===== config.mk =====
export PLATFORM = sky130hd
export DESIGN_NAME = utf8_decode_display_width_unit
export DESIGN_NICKNAME = d
export VERILOG_FILES = /design/src/sv/ucdw_pkg.sv /design/src/sv/utf8_decode_display_width_unit.sv /design/src/sv/ucdw_front.sv /design/src/sv/ucdw_queue.sv /design/src/sv/ucdw_back.sv
export SDC_FILE = /design/constraint.sdc
export NUM_CORES = 1
export LEC_CHECK = 0
export ABC_CLOCK_PERIOD_IN_PS = 21500
export BUFFER_PORTS_ARGS = -buffer_cell sky130_fd_sc_hd__buf_2
export CAP_MARGIN = 20
export CELL_PAD_IN_SITES_DETAIL_PLACEMENT = 1
export CELL_PAD_IN_SITES_GLOBAL_PLACEMENT = 2
export CORE_ASPECT_RATIO = 0.5
export CORE_UTILIZATION = 43
export CTS_BUF_LIST = sky130_fd_sc_hd__clkbuf_4 sky130_fd_sc_hd__clkbuf_8
export DETAILED_ROUTE_END_ITERATION = 10
export GPL_TIMING_DRIVEN = 0
export PLACE_DENSITY_LB_ADDON = 0.1
export SETUP_SLACK_MARGIN = 0.1
export SYNTH_ARGS = -nofsm -noshare
export SYNTH_HDL_FRONTEND = slang
export SYNTH_HIERARCHICAL = 1
export SYNTH_SLANG_ARGS = --single-unit
export TNS_END_PERCENT = 10

===== constraint.sdc =====
create_clock -name clock -period 21.5 [get_ports clock]
set_clock_uncertainty 0.1 [all_clocks]
set_input_delay 5.375 -clock clock [delete_from_list [all_inputs] [get_ports clock]]
set_output_delay 5.375 -clock clock [all_outputs]
set_load 0.05 [all_outputs]

===== src/sv/ucdw_pkg.sv =====
// Shared types, constants and decode functions of the UTF-8 width decoder.
// Depends on nothing; used by every module of the block.
package ucdw_pkg;

   localparam int WIDTH_BITS_DEFAULT  = 16;
   localparam int QUEUE_DEPTH_DEFAULT = 2;

   // Most code points one byte can release
   localparam int MAX_RUN = 4;
   localparam int IDX_W   = $clog2(MAX_RUN);
   localparam int NUM_W   = $clog2(MAX_RUN + 1);

   localparam logic [20:0] REPL_CHAR       = 21'h00FFFD;
   localparam logic [20:0] MAX_SCALAR      = 21'h10FFFF;
   localparam logic [20:0] SURR_LO         = 21'h00D800;
   localparam logic [20:0] SURR_HI         = 21'h00DFFF;
   localparam logic [15:0] MAX_WIDTH_RESET = 16'hFFFF;

   // One decoded code point
   typedef struct packed {
      logic [20:0] cp;
      logic [2:0]  used;
      logic        ok;
      logic [1:0]  cols;
   } decode_type;

   // Everything one accepted byte releases
   typedef struct packed {
      decode_type [MAX_RUN-1:0] res;
      logic [NUM_W-1:0]         num;
      logic                     at_end;
   } group_type;

   // Queue status seen by both sides
   typedef struct packed {
      logic full;
      logic valid;
   } q_status_type;

   function automatic logic in_rng(input logic [20:0] v, input logic [20:0] lo,
                                   input logic [20:0] hi);
      return (v >= lo) && (v <= hi);
   endfunction

   function automatic logic [2:0] lead_length(input logic [7:0] b);
      logic [2:0] len;
      len = 3'd0;
      if (b < 8'h80)                      len = 3'd1;
      else if (b >= 8'hF0 && b <= 8'hF4)  len = 3'd4;
      else if (b >= 8'hE0 && b <= 8'hEF)  len = 3'd3;
      else if (b >= 8'hC2 && b <= 8'hDF)  len = 3'd2;
      return len;
   endfunction

   function automatic logic [1:0] columns_of(input logic [20:0] v);
      logic zero_w;
      logic wide;
      logic [1:0] cols;
      zero_w = (v < 21'h20) || (v >= 21'h7F && v < 21'hA0) ||
               in_rng(v, 21'h0300, 21'h036F) || in_rng(v, 21'h1AB0, 21'h1AFF) ||
               in_rng(v, 21'h1DC0, 21'h1DFF) || in_rng(v, 21'h20D0, 21'h20FF) ||
               in_rng(v, 21'hFE20, 21'hFE2F) || (v == 21'h200D) ||
               in_rng(v, 21'hFE00, 21'hFE0F);
      wide   = in_rng(v, 21'h1100, 21'h115F) || in_rng(v, 21'h2329, 21'h232A) ||
               in_rng(v, 21'h2E80, 21'hA4CF) || in_rng(v, 21'hAC00, 21'hD7A3) ||
               in_rng(v, 21'hF900, 21'hFAFF) || in_rng(v, 21'hFE10, 21'hFE19) ||
               in_rng(v, 21'hFE30, 21'hFE6F) || in_rng(v, 21'hFF00, 21'hFF60) ||
               in_rng(v, 21'hFFE0, 21'hFFE6) || in_rng(v, 21'h1F300, 21'h1FAFF) ||
               in_rng(v, 21'h20000, 21'h3FFFD);
      if (zero_w)    cols = 2'd0;
      else if (wide) cols = 2'd2;
      else           cols = 2'd1;
      return cols;
   endfunction

   // Decode the sequence that opens at b0; used of zero means wait for more
   function automatic decode_type decode_front(input logic [7:0] b0, input logic [7:0] b1,
                                               input logic [7:0] b2, input logic [7:0] b3,
                                               input logic [2:0] avail, input logic at_end);
      decode_type d;
      logic [2:0]  len;
      logic [20:0] acc;
      logic        cont_ok;
      logic        bad;
      d.cp   = REPL_CHAR;
      d.ok   = 1'b0;
      d.used = 3'd1;
      len    = lead_length(b0);
      acc    = '0;
      cont_ok = 1'b0;
      bad     = 1'b1;
      if (len == 3'd1) begin
         d.cp = {13'd0, b0};
         d.ok = 1'b1;
      end else if (len != 3'd0 && len > avail) begin
         d.used = at_end ? 3'd1 : 3'd0;
      end else if (len != 3'd0) begin
         case (len)
            3'd2: begin
               acc     = {10'd0, b0[4:0], b1[5:0]};
               cont_ok = (b1[7:6] == 2'b10);
               bad     = (acc < 21'h80);
            end
            3'd3: begin
               acc     = {5'd0, b0[3:0], b1[5:0], b2[5:0]};
               cont_ok = (b1[7:6] == 2'b10) && (b2[7:6] == 2'b10);
               bad     = (acc < 21'h800);
            end
            default: begin
               acc     = {b0[2:0], b1[5:0], b2[5:0], b3[5:0]};
               cont_ok = (b1[7:6] == 2'b10) && (b2[7:6] == 2'b10) && (b3[7:6] == 2'b10);
               bad     = (acc < 21'h10000) || (acc > MAX_SCALAR);
            end
         endcase
         if (in_rng(acc, SURR_LO, SURR_HI)) bad = 1'b1;
         if (cont_ok && !bad) begin
            d.cp   = acc;
            d.ok   = 1'b1;
            d.used = len;
         end
      end
      d.cols = columns_of(d.cp);
      return d;
   endfunction

endpackage


===== src/sv/utf8_decode_display_width_unit.sv =====
// UTF-8 decoder with display width. A byte is taken each cycle while the
// group queue has room; its group is written into the queue, and the back
// end moves its code points from the queue head into the result register,
// where each can be popped. The back end issues one code point per cycle
// unless the result waits; a byte releases 0 to 4 code points.
// Synchronous reset clears held bytes, queue, running width and result
// register, and sets max_width to 65535.
module utf8_decode_display_width_unit #(
   parameter int WIDTH_BITS  = ucdw_pkg::WIDTH_BITS_DEFAULT,
   parameter int QUEUE_DEPTH = ucdw_pkg::QUEUE_DEPTH_DEFAULT
) (
   input  logic        clock,
   input  logic        reset,
   input  logic        req_push,
   output logic        req_full,
   input  logic [7:0]  req_byte_in,
   input  logic        req_end_of_text,
   output logic        rsp_empty,
   input  logic        rsp_pop,
   output logic [20:0] rsp_scalar,
   output logic [2:0]  rsp_byte_count,
   output logic        rsp_valid_res,
   output logic [1:0]  rsp_column_width,
   output logic [15:0] rsp_total_width,
   output logic        rsp_within_limit,
   output logic        rsp_run_last,
   output logic        rsp_string_last,
   input  logic        csr_wr_en,
   input  logic [15:0] csr_wr_data
);
   import ucdw_pkg::*;

   logic [15:0]  max_width_ff;
   logic         q_push;
   logic         q_pop;
   group_type    q_in;
   group_type    q_head;
   q_status_type q_status;

   // Hold the column limit
   always_ff @(posedge clock) begin
      if (reset) begin
         max_width_ff <= MAX_WIDTH_RESET;
      end else if (csr_wr_en) begin
         max_width_ff <= csr_wr_data;
      end
   end

   ucdw_front u_front (
      .clock           (clock),
      .reset           (reset),
      .req_push        (req_push),
      .req_full        (req_full),
      .req_byte_in     (req_byte_in),
      .req_end_of_text (req_end_of_text),
      .q_status        (q_status),
      .q_push          (q_push),
      .q_data          (q_in)
   );

   ucdw_queue #(
      .DEPTH (QUEUE_DEPTH)
   ) u_queue (
      .clock     (clock),
      .reset     (reset),
      .push      (q_push),
      .push_data (q_in),
      .pop       (q_pop),
      .head_data (q_head),
      .status    (q_status)
   );

   ucdw_back #(
      .WIDTH_BITS (WIDTH_BITS)
   ) u_back (
      .clock            (clock),
      .reset            (reset),
      .q_status         (q_status),
      .q_head           (q_head),
      .q_pop            (q_pop),
      .max_width        (max_width_ff),
      .rsp_empty        (rsp_empty),
      .rsp_pop          (rsp_pop),
      .rsp_scalar       (rsp_scalar),
      .rsp_byte_count   (rsp_byte_count),
      .rsp_valid_res    (rsp_valid_res),
      .rsp_column_width (rsp_column_width),
      .rsp_total_width  (rsp_total_width),
      .rsp_within_limit (rsp_within_limit),
      .rsp_run_last     (rsp_run_last),
      .rsp_string_last  (rsp_string_last)
   );

endmodule


===== src/sv/ucdw_front.sv =====
// Front end: accepts bytes, holds an incomplete sequence and decodes it.
// Depends on ucdw_pkg; feeds ucdw_queue one group per byte that yields code points.
module ucdw_front (
   input  logic                 clock,
   input  logic                 reset,
   input  logic                 req_push,
   output logic                 req_full,
   input  logic [7:0]           req_byte_in,
   input  logic                 req_end_of_text,
   input  ucdw_pkg::q_status_type q_status,
   output logic                 q_push,
   output ucdw_pkg::group_type  q_data
);
   import ucdw_pkg::*;

   logic [7:0] pend_ff [3];
   logic [7:0] pend_in [3];
   logic [1:0] cnt_ff;
   logic [1:0] cnt_in;
   logic [7:0] win [7];
   logic [2:0] n;
   logic [2:0] pos;
   logic [2:0] left;
   logic       stop;
   logic       accept;
   decode_type dec [MAX_RUN];
   group_type  grp;

   assign req_full = q_status.full;
   assign accept   = req_push && !q_status.full;
   assign n        = {1'b0, cnt_ff} + 3'd1;

   // Line up held bytes and the new byte, zero padded past the end
   always_comb begin
      for (int i = 0; i < 7; i++) begin
         win[i] = 8'h00;
         if (i == int'(cnt_ff)) win[i] = req_byte_in;
      end
      for (int i = 0; i < 3; i++) begin
         if (i < int'(cnt_ff)) win[i] = pend_ff[i];
      end
   end

   // Decode at every start position side by side
   always_comb begin
      for (int p = 0; p < MAX_RUN; p++) begin
         dec[p] = decode_front(win[p], win[p+1], win[p+2], win[p+3], n - 3'(p),
                               req_end_of_text);
      end
   end

   // Walk the positions and collect the code points in order
   always_comb begin
      pos  = 3'd0;
      stop = 1'b0;
      grp  = '0;
      grp.at_end = req_end_of_text;
      for (int k = 0; k < MAX_RUN; k++) begin
         if (!stop && pos < n) begin
            if (dec[pos[1:0]].used == 3'd0) begin
               stop = 1'b1;
            end else begin
               grp.res[k] = dec[pos[1:0]];
               grp.num    = grp.num + NUM_W'(1);
               pos        = pos + dec[pos[1:0]].used;
            end
         end
      end
      left = n - pos;
   end

   // Keep what is still incomplete; drop all at end of text
   always_comb begin
      for (int i = 0; i < 3; i++) begin
         pend_in[i] = win[pos + 3'(i)];
      end
      cnt_in = req_end_of_text ? 2'd0 : left[1:0];
   end

   always_ff @(posedge clock) begin
      if (reset) begin
         cnt_ff <= 2'd0;
      end else if (accept) begin
         cnt_ff <= cnt_in;
      end
   end

   always_ff @(posedge clock) begin
      if (accept) begin
         for (int i = 0; i < 3; i++) pend_ff[i] <= pend_in[i];
      end
   end

   assign q_push = accept && (grp.num != '0);
   assign q_data = grp;

endmodule


===== src/sv/ucdw_queue.sv =====
// Short queue of decoded groups between front end and width back end.
// Depends on ucdw_pkg for the group and status types.
module ucdw_queue #(
   parameter int DEPTH = ucdw_pkg::QUEUE_DEPTH_DEFAULT
) (
   input  logic                  clock,
   input  logic                  reset,
   input  logic                  push,
   input  ucdw_pkg::group_type   push_data,
   input  logic                  pop,
   output ucdw_pkg::group_type   head_data,
   output ucdw_pkg::q_status_type status
);
   import ucdw_pkg::*;

   localparam int PW = (DEPTH > 1) ? $clog2(DEPTH) : 1;
   localparam int CW = $clog2(DEPTH + 1);

   group_type      slot_ff [DEPTH];
   logic [PW-1:0]  wr_ptr_ff;
   logic [PW-1:0]  rd_ptr_ff;
   logic [CW-1:0]  count_ff;
   logic           do_push;
   logic           do_pop;

   assign status.full  = (count_ff == CW'(DEPTH));
   assign status.valid = (count_ff != '0);
   assign do_push      = push && !status.full;
   assign do_pop       = pop && status.valid;
   assign head_data    = slot_ff[rd_ptr_ff];

   // Advance pointers and count
   always_ff @(posedge clock) begin
      if (reset) begin
         wr_ptr_ff <= '0;
         rd_ptr_ff <= '0;
         count_ff  <= '0;
      end else begin
         if (do_push) wr_ptr_ff <= (wr_ptr_ff == PW'(DEPTH - 1)) ? '0 : wr_ptr_ff + PW'(1);
         if (do_pop)  rd_ptr_ff <= (rd_ptr_ff == PW'(DEPTH - 1)) ? '0 : rd_ptr_ff + PW'(1);
         if (do_push && !do_pop)      count_ff <= count_ff + CW'(1);
         else if (do_pop && !do_push) count_ff <= count_ff - CW'(1);
      end
   end

   // Store the incoming group
   always_ff @(posedge clock) begin
      if (do_push) slot_ff[wr_ptr_ff] <= push_data;
   end

endmodule


===== src/sv/ucdw_back.sv =====
// Back end: issues one code point per cycle unless the result waits;
// keeps running width, prefix flag, result register. Uses ucdw_pkg.
module ucdw_back #(
   parameter int WIDTH_BITS = ucdw_pkg::WIDTH_BITS_DEFAULT
) (
   input  logic                   clock,
   input  logic                   reset,
   input  ucdw_pkg::q_status_type q_status,
   input  ucdw_pkg::group_type    q_head,
   output logic                   q_pop,
   input  logic [15:0]            max_width,
   output logic                   rsp_empty,
   input  logic                   rsp_pop,
   output logic [20:0]            rsp_scalar,
   output logic [2:0]             rsp_byte_count,
   output logic                   rsp_valid_res,
   output logic [1:0]             rsp_column_width,
   output logic [15:0]            rsp_total_width,
   output logic                   rsp_within_limit,
   output logic                   rsp_run_last,
   output logic                   rsp_string_last
);
   import ucdw_pkg::*;

   localparam int SW = WIDTH_BITS + 17;

   logic [IDX_W-1:0]      idx_ff;
   logic [WIDTH_BITS-1:0] sum_ff;
   logic                  limit_ff;
   logic                  out_valid_ff;
   logic [20:0]           cp_ff;
   logic [2:0]            used_ff;
   logic                  ok_ff;
   logic [1:0]            cols_ff;
   logic [15:0]           total_ff;
   logic                  within_ff;
   logic                  run_last_ff;
   logic                  str_last_ff;

   decode_type            cur;
   logic                  emit;
   logic                  last_in_group;
   logic                  str_end;
   logic [WIDTH_BITS:0]   sum_add;
   logic [WIDTH_BITS-1:0] sum_in;
   logic [SW-1:0]         sum_wide;
   logic                  limit_in;
   logic [WIDTH_BITS+15:0] sum_pad;

   assign cur           = q_head.res[idx_ff];
   assign emit          = q_status.valid && (!out_valid_ff || rsp_pop);
   assign last_in_group = ((NUM_W'(idx_ff) + NUM_W'(1)) == q_head.num);
   assign str_end       = last_in_group && q_head.at_end;
   assign q_pop         = emit && last_in_group;

   // Add this code point's columns, saturate, check against the limit
   always_comb begin
      sum_add  = {1'b0, sum_ff} + {{(WIDTH_BITS-1){1'b0}}, cur.cols};
      sum_in   = sum_add[WIDTH_BITS] ? '1 : sum_add[WIDTH_BITS-1:0];
      sum_wide = {17'd0, sum_ff} + {{(SW-2){1'b0}}, cur.cols};
      limit_in = limit_ff ||
                 ((cur.cols != 2'd0) && (sum_wide > {{(WIDTH_BITS+1){1'b0}}, max_width}));
      sum_pad  = {16'd0, sum_in};
   end

   // Step through the head group; clear running state at end of text
   always_ff @(posedge clock) begin
      if (reset) begin
         idx_ff   <= '0;
         sum_ff   <= '0;
         limit_ff <= 1'b0;
      end else if (emit) begin
         idx_ff   <= last_in_group ? '0 : idx_ff + IDX_W'(1);
         sum_ff   <= str_end ? '0 : sum_in;
         limit_ff <= str_end ? 1'b0 : limit_in;
      end
   end

   // Result register: load on emit, drop on pop
   always_ff @(posedge clock) begin
      if (reset) begin
         out_valid_ff <= 1'b0;
      end else if (emit) begin
         out_valid_ff <= 1'b1;
      end else if (rsp_pop) begin
         out_valid_ff <= 1'b0;
      end
   end

   always_ff @(posedge clock) begin
      if (emit) begin
         cp_ff       <= cur.cp;
         used_ff     <= cur.used;
         ok_ff       <= cur.ok;
         cols_ff     <= cur.cols;
         total_ff    <= sum_pad[15:0];
         within_ff   <= !limit_in;
         run_last_ff <= last_in_group;
         str_last_ff <= str_end;
      end
   end

   assign rsp_empty        = !out_valid_ff;
   assign rsp_scalar       = cp_ff;
   assign rsp_byte_count   = used_ff;
   assign rsp_valid_res    = ok_ff;
   assign rsp_column_width = cols_ff;
   assign rsp_total_width  = total_ff;
   assign rsp_within_limit = within_ff;
   assign rsp_run_last     = run_last_ff;
   assign rsp_string_last  = str_last_ff;

endmodule


==> flow_results.org, run 1 <==
** Power
- In this run, the combinational gates consume 56.8% of the power.
- For this design the ratio of total power to cell area is 169 nW/um^2.
- In this run switching power makes up 47.4% of total power.
- In this run, the clock network consumes 13.2% of the power.
- Power dissipated by switching net loads :: 1.97 mW
- Worst supply voltage drop on vdd :: 0.199 mV
- The internal portion of the total power is 2.19 mW.
- For this design the static power due to leakage is 8.93 nW.
- Sequential share of power :: 30.0%

** Yosys
- Largest cells by area after synthesis :: sky130_fd_sc_hd__edfxtp_1 (40%), sky130_fd_sc_hd__mux2_2 (6.1%), sky130_fd_sc_hd__dfxtp_1 (3.9%)
- Number of nets produced by synthesis :: 2275
- The cell count after synthesis came out at 2190.
- In this run the cell area of the synthesized design comes to 22200 um^2.
- A synthesized cell averages 10.2 um^2.
- Number of synthesized register bits :: 337
- Share of async-settable or async-resettable flops after synthesis :: 0%
- Synthesis instantiated 119 different standard cells from the library.
- Cell with the most instances after synthesis :: sky130_fd_sc_hd__edfxtp_1
- Yosys top cell area share :: 39.7%
- The most used flip-flop cell after synthesis is sky130_fd_sc_hd__edfxtp_1.
- Count of flip-flops with a built-in enable after synthesis :: 294
- Cell accounting for the most synthesized area :: sky130_fd_sc_hd__edfxtp_1
- Yosys warning count :: 6
- Seq/Total Area, Yosys :: 43.6%
- By count the netlist is led by sky130_fd_sc_hd__edfxtp_1 (294), sky130_fd_sc_hd__nor2_1 (215), sky130_fd_sc_hd__nand2_1 (206).

** Route
- Wire length per cell after detailed routing :: 29.6 um
- After detailed routing, the number of remaining DRC violations is 0.
- Dividing the detail-routed via count by the number of cells gives 6.45.
- Once detail routing completed, the nets flagged for antenna violations numbered 0.
- Initial DRC count :: 2280
- Number of search-and-repair iterations in the first detailed-routing pass :: 5
- The final route contains 19700 vias.
- Routed wire length on met3 :: 8120 um
- For this block, wires on met1 add up to 39700 um.
- Top Metal Used :: met5
- In the detailed route, the total length drawn on met2 is 39700 um.
- Aggregate routed wire length :: 90500 um

** Timing
- Once routing completed, OpenROAD measured the worst setup slack at 2.51 ns.
- Setup total negative slack :: 0 ns
- Headroom to the max-slew limit came out at 17.3%.
- Hold is met by 0.373 ns.
- Final setup vio count :: 0
- Fraction of the cycle the final worst path needs :: 88.3%
- At the pin with the least slew margin, the transition time is 1.23 ns.
- Number of hold-slack violations in the final timing report :: 0
- Highest clock frequency the design can meet :: 52.7 MHz
- Setup repair after global routing left no endpoint under its margin.
- Max Slew Vio Count :: 0
- Min Clock Period, post-route :: 18.99 ns

** Worst setup path
- Cell occurring most often along the worst timing path :: sky130_fd_sc_hd__ha_1
- STA classifies the critical path startpoint as an input pin.
- Critical path data arrival time :: 19.15 ns
- Required time at the endpoint of the critical path :: 21.66 ns
- Kind of capture point of the worst setup path :: flop
- Critical path peak fanout :: 60
- Worst Setup Path Type :: input pin to flop
- Crit path max-delay cell type :: sky130_fd_sc_hd__and2_4
- On the worst path, the slowest cell contributes a delay of 0.77 ns.
- Across all register-to-register paths, the minimum setup slack is 5.01 ns.
- Counting cells, the worst reg-to-reg path comes to 46.
- R2r endpoint :: u_queue/slot_ff[1][40]$_DFFE_PP_
- The startpoint identified for the worst register-to-register timing path is u_front/cnt_ff[0]$_SDFFE_PP0P_.

** Clock network
- Root buffer cell :: sky130_fd_sc_hd__clkbuf_8
- Post-CTS repair timing setup buffer count :: 0
- For this design, the CTS-stage hold fixing added 0 buffers.
- Deepest level of the CTS H-tree :: 2
- CTS tree :: built
- Bufs on Longest Clock Path :: 3
- Clock sinks :: 337
- For the worst-skew pair, the clock arrives at the later sink with an insertion delay of 0.70 ns.
- Number of buffers created by CTS :: 50
- Clock edge transition at the registers on the reported setup and hold paths :: 0.07 ns
- Gates resized, CTS repair :: 0

** Placed design
- Once placement completed, the tool counted placed cells totaling 2967.
- The count of buffers added on input and output ports is 73.
- The congestion estimate from routability-driven global placement came to 0.971.
- Worst Setup Slack post-DPL :: 2.39 ns
- HPWL Detailed :: 68300 um
- Summing all placed instances gives a cell area of 23700 um^2.

** Die
- The floorplan step defined a die boundary enclosing 52700 um^2.
- After floorplanning, the core was sized to cover 50700 um^2.
- Std cell rows :: 58
- The die is 324 um wide.
- Measured along the y axis, the die boundary spans 163 um.
- Starting Density :: 43.9%
- Number of top-level pins :: 78

** Status
- Run status :: complete, no violations

** Layout
- The filler cells instantiated in the layout total 5751.
- Fraction of final layout cells with drive strength greater than 1 :: 19.2%
- For this run, the post-layout net count is 2415.
- Number of standard cells in the layout, taps in and fillers out :: 3061
- Compared with the post-synthesis result, the final layout area differs by 11.0%.
- Final Cell Area :: 24700 um^2

** GRT
- Global routing used 34.2% of the available tracks across all layers.
- Global routing finished with a remaining overflow of 0.
- Entering global routing, the biggest net connects 70 pins.
- The number of global-route vias before repair came to 19600.
- The first global-routing pass estimated 132000 um of wire.
- Initial antenna violation count :: 2

** Min path
- The min-delay analysis places its worst path in the category flop to flop.
- The startpoint identified for the worst hold timing path is u_back/sum_ff[0]$_SDFFE_PP0P_.
- The worst hold path passes through 2 cells.
- Hold worst-path end :: u_back/sum_ff[0]$_SDFFE_PP0P_

** Job
- Across the run, the number of max-cap violations was 0.
-- cell families after synthesis --
logic type	count (synthesis)	share of synthesized area, %
AO/OA/AOI/OAI	590	18.3
XOR/XNOR	28	1.29
adder cells (fa/ha/maj)	55	3.23
buffers and inverters	208	4.33
flip-flops	337	43.6
multiplexers	211	12.2
AND/OR/NAND/NOR	761	17.1
-- sequential cells by signal, indices dropped and copies added (netlist names), named ones only --
| signal | flops |
|---|---|
| max_width_ff | 16 |
| u_back/idx_ff | 2 |
| u_back/limit_ff | 1 |
| u_back/out_valid_ff | 1 |
| u_back/rsp_byte_count | 3 |
| u_back/rsp_column_width | 2 |
| u_back/rsp_run_last | 1 |
| u_back/rsp_scalar | 21 |
| u_back/rsp_string_last | 1 |
| u_back/rsp_total_width | 16 |
| u_back/rsp_valid_res | 1 |
| u_back/rsp_within_limit | 1 |
| u_back/sum_ff | 16 |
| u_front/cnt_ff | 2 |
| u_front/pend_ff | 24 |
| u_queue/count_ff | 2 |
| u_queue/rd_ptr_ff | 1 |
| u_queue/slot_ff | 224 |
| u_queue/wr_ptr_ff | 1 |
-- power by group through the flow --
stage               combinational (mW)  clock, mW  sequential [mW]
finish                            2.36      0.548             1.25
global route                      2.49      0.587             1.27
CTS                               2.33      0.560             1.25
detailed placement                2.32          0             1.26
global placement                  2.25          0             1.28
floorplan                         1.44          0             1.39
-- area by class of cell --
cell class              instances  area, um^2  area share (%)
multi-input cells            1645       11600            47.0
flip-flops and latches        337        9690            39.3
clock buffers                  71         877            3.55
well taps                     690         863            3.50
plain buffers                 145         723            2.93
repair buffers                 88         551            2.23
inverters                      63         245           0.994
clock inverters                19         130           0.527
diodes                          3        7.51          0.0304
-- cells in the final DEF, fill, tap and decap left out, types with 15 or more instances in the layout --
cell type                  synthesis  final
sky130_fd_sc_hd__a211o_1          24     24
sky130_fd_sc_hd__a211oi_1         50     50
sky130_fd_sc_hd__a21oi_1         139    139
sky130_fd_sc_hd__a31oi_1          22     22
sky130_fd_sc_hd__and2_1           27     26
sky130_fd_sc_hd__buf_2            32    108
sky130_fd_sc_hd__buf_6            15     18
sky130_fd_sc_hd__clkbuf_1         83     83
sky130_fd_sc_hd__clkbuf_4          0     16
sky130_fd_sc_hd__clkbuf_8          0     55
sky130_fd_sc_hd__dfxtp_1          43     43
sky130_fd_sc_hd__edfxtp_1        294    294
sky130_fd_sc_hd__ha_1             51     51
sky130_fd_sc_hd__inv_1            51     50
sky130_fd_sc_hd__mux2_2          121    121
sky130_fd_sc_hd__mux2i_1          51     51
sky130_fd_sc_hd__mux4_2           32     32
sky130_fd_sc_hd__nand2_1         206    206
sky130_fd_sc_hd__nand3_1          48     48
sky130_fd_sc_hd__nand4_1          25     25
sky130_fd_sc_hd__nor2_1          215    215
sky130_fd_sc_hd__nor2b_1          28     28
sky130_fd_sc_hd__nor3_1           66     66
sky130_fd_sc_hd__nor4_1           23     23
sky130_fd_sc_hd__o211ai_1         29     29
sky130_fd_sc_hd__o21a_1           21     21
sky130_fd_sc_hd__o21ai_0         112    108
sky130_fd_sc_hd__o21ai_1          13     17
sky130_fd_sc_hd__o22ai_1          20     20
sky130_fd_sc_hd__or3_1            15     15
sky130_fd_sc_hd__xor2_1           15     15
-- routing by layer --
metal  vias up  GRT usage, %
li1       8679             -
met1      9916          47.9
met2       951          53.0
met3       194          6.76
met4         2          11.2
met5         -             0
-- metrics by stage --
stage	total power [mW]	utilization, %
2_1_floorplan	2.83	-
3_3_place_gp	3.54	46.3
3_5_place_dp	3.59	46.7
4_1_cts	4.14	48.7
5_1_grt	4.35	48.7
6_report	4.16	48.7
-- worst max-delay path by stage --
stage / startpoint / endpoint / slack (ns) / depth (start not counted)
after global placement: req_byte_in[6] / u_queue/slot_ff[1][71]$_DFFE_PP_ / -0.76 / 42
after global routing: req_byte_in[5] / u_queue/slot_ff[1][13]$_DFFE_PP_ / 2.05 / 45
after floorplan: req_byte_in[2] / u_queue/slot_ff[1][0]$_DFFE_PP_ / 4.71 / 42
final: req_byte_in[5] / u_queue/slot_ff[1][40]$_DFFE_PP_ / 2.51 / 43
after detailed placement: req_byte_in[5] / u_queue/slot_ff[1][71]$_DFFE_PP_ / 2.39 / 43
after CTS: req_byte_in[5] / u_queue/slot_ff[1][41]$_DFFE_PP_ / 2.96 / 43
-- critical path: cells and delay by family --
kind	cells	cell delay, ns
muxes	2	0.74
xor gates and xnor gates	1	0.64
adders and majority gates	4	1.45
and+or+nand+nor	10	2.98
AOI/OAI and AO/OA	16	4.86
buffers and inverters	10	2.99
(Power assumes the default switching activity.)
==> inputs of run 2 (changes only) <==
--- a/config.mk
+++ b/config.mk
@@ -5,13 +5,13 @@
 export SDC_FILE = /design/constraint.sdc
 export NUM_CORES = 1
 export LEC_CHECK = 0
-export ABC_CLOCK_PERIOD_IN_PS = 21500
+export ABC_CLOCK_PERIOD_IN_PS = 16600
 export BUFFER_PORTS_ARGS = -buffer_cell sky130_fd_sc_hd__buf_2
 export CAP_MARGIN = 20
 export CELL_PAD_IN_SITES_DETAIL_PLACEMENT = 1
 export CELL_PAD_IN_SITES_GLOBAL_PLACEMENT = 2
 export CORE_ASPECT_RATIO = 0.5
-export CORE_UTILIZATION = 43
+export CORE_UTILIZATION = 39
 export CTS_BUF_LIST = sky130_fd_sc_hd__clkbuf_4 sky130_fd_sc_hd__clkbuf_8
 export DETAILED_ROUTE_END_ITERATION = 10
 export GPL_TIMING_DRIVEN = 0
==> constraint.sdc (replaced) <==
create_clock -name clock -period 16.6 [get_ports clock]
set_clock_uncertainty 0.1 [all_clocks]
set_input_delay 4.15 -clock clock [delete_from_list [all_inputs] [get_ports clock]]
set_output_delay 4.15 -clock clock [all_outputs]
set_load 0.05 [all_outputs]
==> flow_results.org, run 2 (synthesis gave the netlist of run 1 again) <==
** Layout
- The flip-flop count of the largest register after layout is 224 (unchanged).
- The fraction of layout instances using a drive strength above 1 came to 19.6% (+0.43 points).
- Highest-count cells in the layout ignoring fill and taps :: sky130_fd_sc_hd__edfxtp_1 (294), sky130_fd_sc_hd__nor2_1 (215), sky130_fd_sc_hd__nand2_1 (204), sky130_fd_sc_hd__a21oi_1 (139), sky130_fd_sc_hd__mux2_2 (121)
- The library cell used most frequently in the layout, excluding fill and tap cells, is sky130_fd_sc_hd__edfxtp_1.
- Final-layout fill cell count :: 6294 (+9.4%)
- The post-route cell area was 24800 um^2 (+0.53%).
- Ranked by flip-flop count, first place goes to u_queue/slot_ff.
- Fraction of the core area covered by cells at the end of the flow :: 44.4% (-4.4 points)
- Number of standard cells in the layout, taps in and fillers out :: 3124 (+2.1%)
- The area growth from synthesis to layout is 11.5%.
- The final net count is 2416 (+0.041%).

** Die
- Starting Density :: 39.8% (-4.2 points)
- Std cell rows :: 61 (+5.2%)
- Die boundary height :: 171 um (+4.9%)
- The top-level I/O count came to 78 (unchanged).
- Die outline width :: 340 um (+5.0%)
- Die Area :: 58100 um^2 (+10%)
- Std-Cell Core Area :: 55900 um^2 (+10%)

** Worst setup path
- The largest stage delay on the critical path is 0.74 ns (-0.03 ns).
- The worst setup path is launched from an input pin.
- Reg2Reg Launch Point :: u_front/cnt_ff[0]$_SDFFE_PP0P_
- The top fanout value on the critical path is 17 (-72%).
- Tracing the worst setup path back leads to its startpoint at req_byte_in[6].
- Critical path data arrival time :: 16.26 ns (-2.89 ns)
- The depth of the worst register-to-register path is 45 (-2.2%).
- The required time reported for the critical path endpoint is 16.88 ns (-4.78 ns).
- The most numerous cell type found on the critical path is sky130_fd_sc_hd__ha_1.
- Worst Setup Path Type :: input pin to flop
- The slowest stage of the critical path is the sky130_fd_sc_hd__mux2i_1 cell.
- The worst setup path is captured at a flop.

** Placed design
- Placed cell count :: 3033 (+2.2%)
- HPWL Detailed :: 70300 um (+3.0%)
- The global placement routability congestion came to 0.969 (-0.24%).
- The post-placement setup slack is -1.24 ns (-3.63 ns).
- Placed inst area :: 23800 um^2 (+0.41%)
- Number of input and output port buffers inserted :: 73 (unchanged)

** Clock network
- The cts-stage hold buffer count is 0 (unchanged).
- CTS tree :: built
- Clock insertion delay at the later pin of the skew report :: 0.67 ns (-0.03 ns)
- Clock sinks :: 337 (unchanged)
- The clock-pin slew reported for the worst setup and hold paths after clock tree synthesis came to 0.06 ns (about the same).
- Clock tree synthesis selected as its root buffer the cell sky130_fd_sc_hd__clkbuf_8.
- Number of buffers created by CTS :: 51 (+2.0%)
- The count of buffers added by post-CTS timing repair for setup is 0 (unchanged).
- The maximum count of clock buffers along a single path was 3 (unchanged).
- The H-tree depth reported by CTS came to 2 (unchanged).

** Route
- The detailed-route vias per instance was 6.27 (-2.8%).
- The routed length on met3 is 7020 um (-14%).
- Aggregate routed wire length :: 92500 um (+2.3%)
- Wire length per cell after detailed routing :: 29.6 um (+0.21%)
- The DRC violation count after routing was 0 (unchanged).
- The detailed route wirelength on metal2 came to 41300 um (+4.0%).
- The detailed-router iteration count before antenna repair came to 5 (unchanged).
- The initial DRC count was 1830 (-20%).
- The remaining number of nets flagged by the antenna check after routing is 0 (unchanged).
- Wire length the detailed router placed on met1 :: 41400 um (+4.2%)
- The routed via count is 19600 (-0.80%).
- Top Metal Used :: met5

** GRT
- The wire length of the first global-routing pass is 135000 um (+1.9%).
- The total global routing overflow is 0 (unchanged).
- The pin count of the biggest net entering global routing is 92 (+31%).
- The global-route total usage across every layer is 31.7% (-2.5 points).
- The number of global-route vias before repair is 19600 (-0.13%).
- Initial antenna violation count :: 2 (unchanged)

** Power
- Clock share of power :: 13.0% (-0.2 points)
- The leakage power summed over all cells came to 8.95 nW (+0.27%).
- The power per standard cell area was 219 nW/um^2 (+30%).
- Power dissipated by switching net loads :: 2.58 mW (+31%)
- Logic gate share of total power :: 57.2% (+0.4 points)
- Worst supply voltage drop on vdd :: 0.345 mV (+73%)
- Sw frac :: 47.5% (+0.12 points)
- Sequential share of power :: 29.8% (-0.2 points)
- The internal power consumption is 2.85 mW (+30%).
- Final total power :: 5.42 mW (+30%)

** Timing
- Transition time of the tightest slew-check pin :: 1.34 ns (+0.109 ns)
- Final worst-path setup slack :: 0.623 ns (-1.89 ns)
- Final setup vio count :: 0 (unchanged)
- RSZ-0062 raised after global routing :: false
- The final hold violation count came to 0 (unchanged).
- The max-slew headroom at the worst pin is 10.9% (-6.4 points).
- Max Slew Vio Count :: 0 (unchanged)
- Fraction of the cycle the final worst path needs :: 96.2%
- The clock period could shrink to 15.98 ns.
- Highest clock frequency the design can meet :: 62.6 MHz

** Min path
- Class of the worst hold path :: flop to flop
- Hold path start :: u_back/sum_ff[0]$_SDFFE_PP0P_
- Worst hold stages :: 2 (unchanged)

** Status
- Run status :: complete, no violations

** Job
- The total of max-cap violations was 0 (unchanged).
run 2: cell count changes in the layout (fill, tap and decap cells not counted), sizes merged:
cell      change
clkbuf        -4
inv           +1
bufinv        +1
clkinv        +3
clkinvlp      -2
diode         -2
run 2: timing repair:
item                       4_1_cts  5_1_grt
hold endpoints to repair         0        0
resized for setup                3        6
setup endpoints to repair      236      235
run 2: worst paths after layout:
kind,to,slack (ns)
worst max-delay path,u_front/pend_ff[0][12]$_DFFE_PP_,0.62
worst min register to register,u_back/sum_ff[0]$_SDFFE_PP0P_,0.37
worst min-delay path,u_back/sum_ff[0]$_SDFFE_PP0P_,0.37
worst max register to register,u_front/pend_ff[0][12]$_DFFE_PP_,2.06
run 2: metrics by stage:
stage	setup TNS (ns)	hold slack [ns]
6_report	0	0.374
5_1_grt	0	0.398
4_1_cts	0	0.377
3_5_place_dp	-259.04	0.368
3_3_place_gp	-993.45	0.358
2_1_floorplan	0	0.341
run 2: power by group through the flow:
stage                     logic [mW]  registers, mW  clock network (mW)
after global placement          2.97           1.66                   0
after floorplan                 1.86           1.80                   0
after global routing            3.28           1.65               0.757
after detailed placement        3.05           1.63                   0
final                           3.10           1.61               0.708
after CTS                       3.07           1.62               0.728
run 2: cell type report:
| cell class | instances | area (um^2) | area share, % |
|---|---|---|---|
| diodes | 1 | 2.50 | 0.0101 |
| clock buffers | 67 | 822 | 3.31 |
| inverters | 63 | 248 | 0.998 |
| flip-flops and latches | 337 | 9690 | 39.0 |
| clock inverters | 22 | 195 | 0.787 |
| well taps | 756 | 946 | 3.81 |
| repair buffers | 89 | 574 | 2.31 |
| multi-input cells | 1645 | 11600 | 46.8 |
| plain buffers | 144 | 722 | 2.91 |
run 2: per-layer routing:
| layer | global-route usage, % | up-vias |
|---|---|---|
| li1 | - | 8686 |
| met1 | 44.1 | 9899 |
| met2 | 50.3 | 830 |
| met3 | 5.56 | 167 |
| met4 | 9.69 | 2 |
| met5 | 0 | - |
run 2: worst max-delay path: cells and delay by family:
family                     cells  cell delay [ns]
and+or+nand+nor                8             1.30
adders and majority gates      5             1.66
muxes                          4             1.69
buffers and inverters         10             2.53
AOI/OAI and AO/OA             14             4.27
xor gates and xnor gates       1             0.59
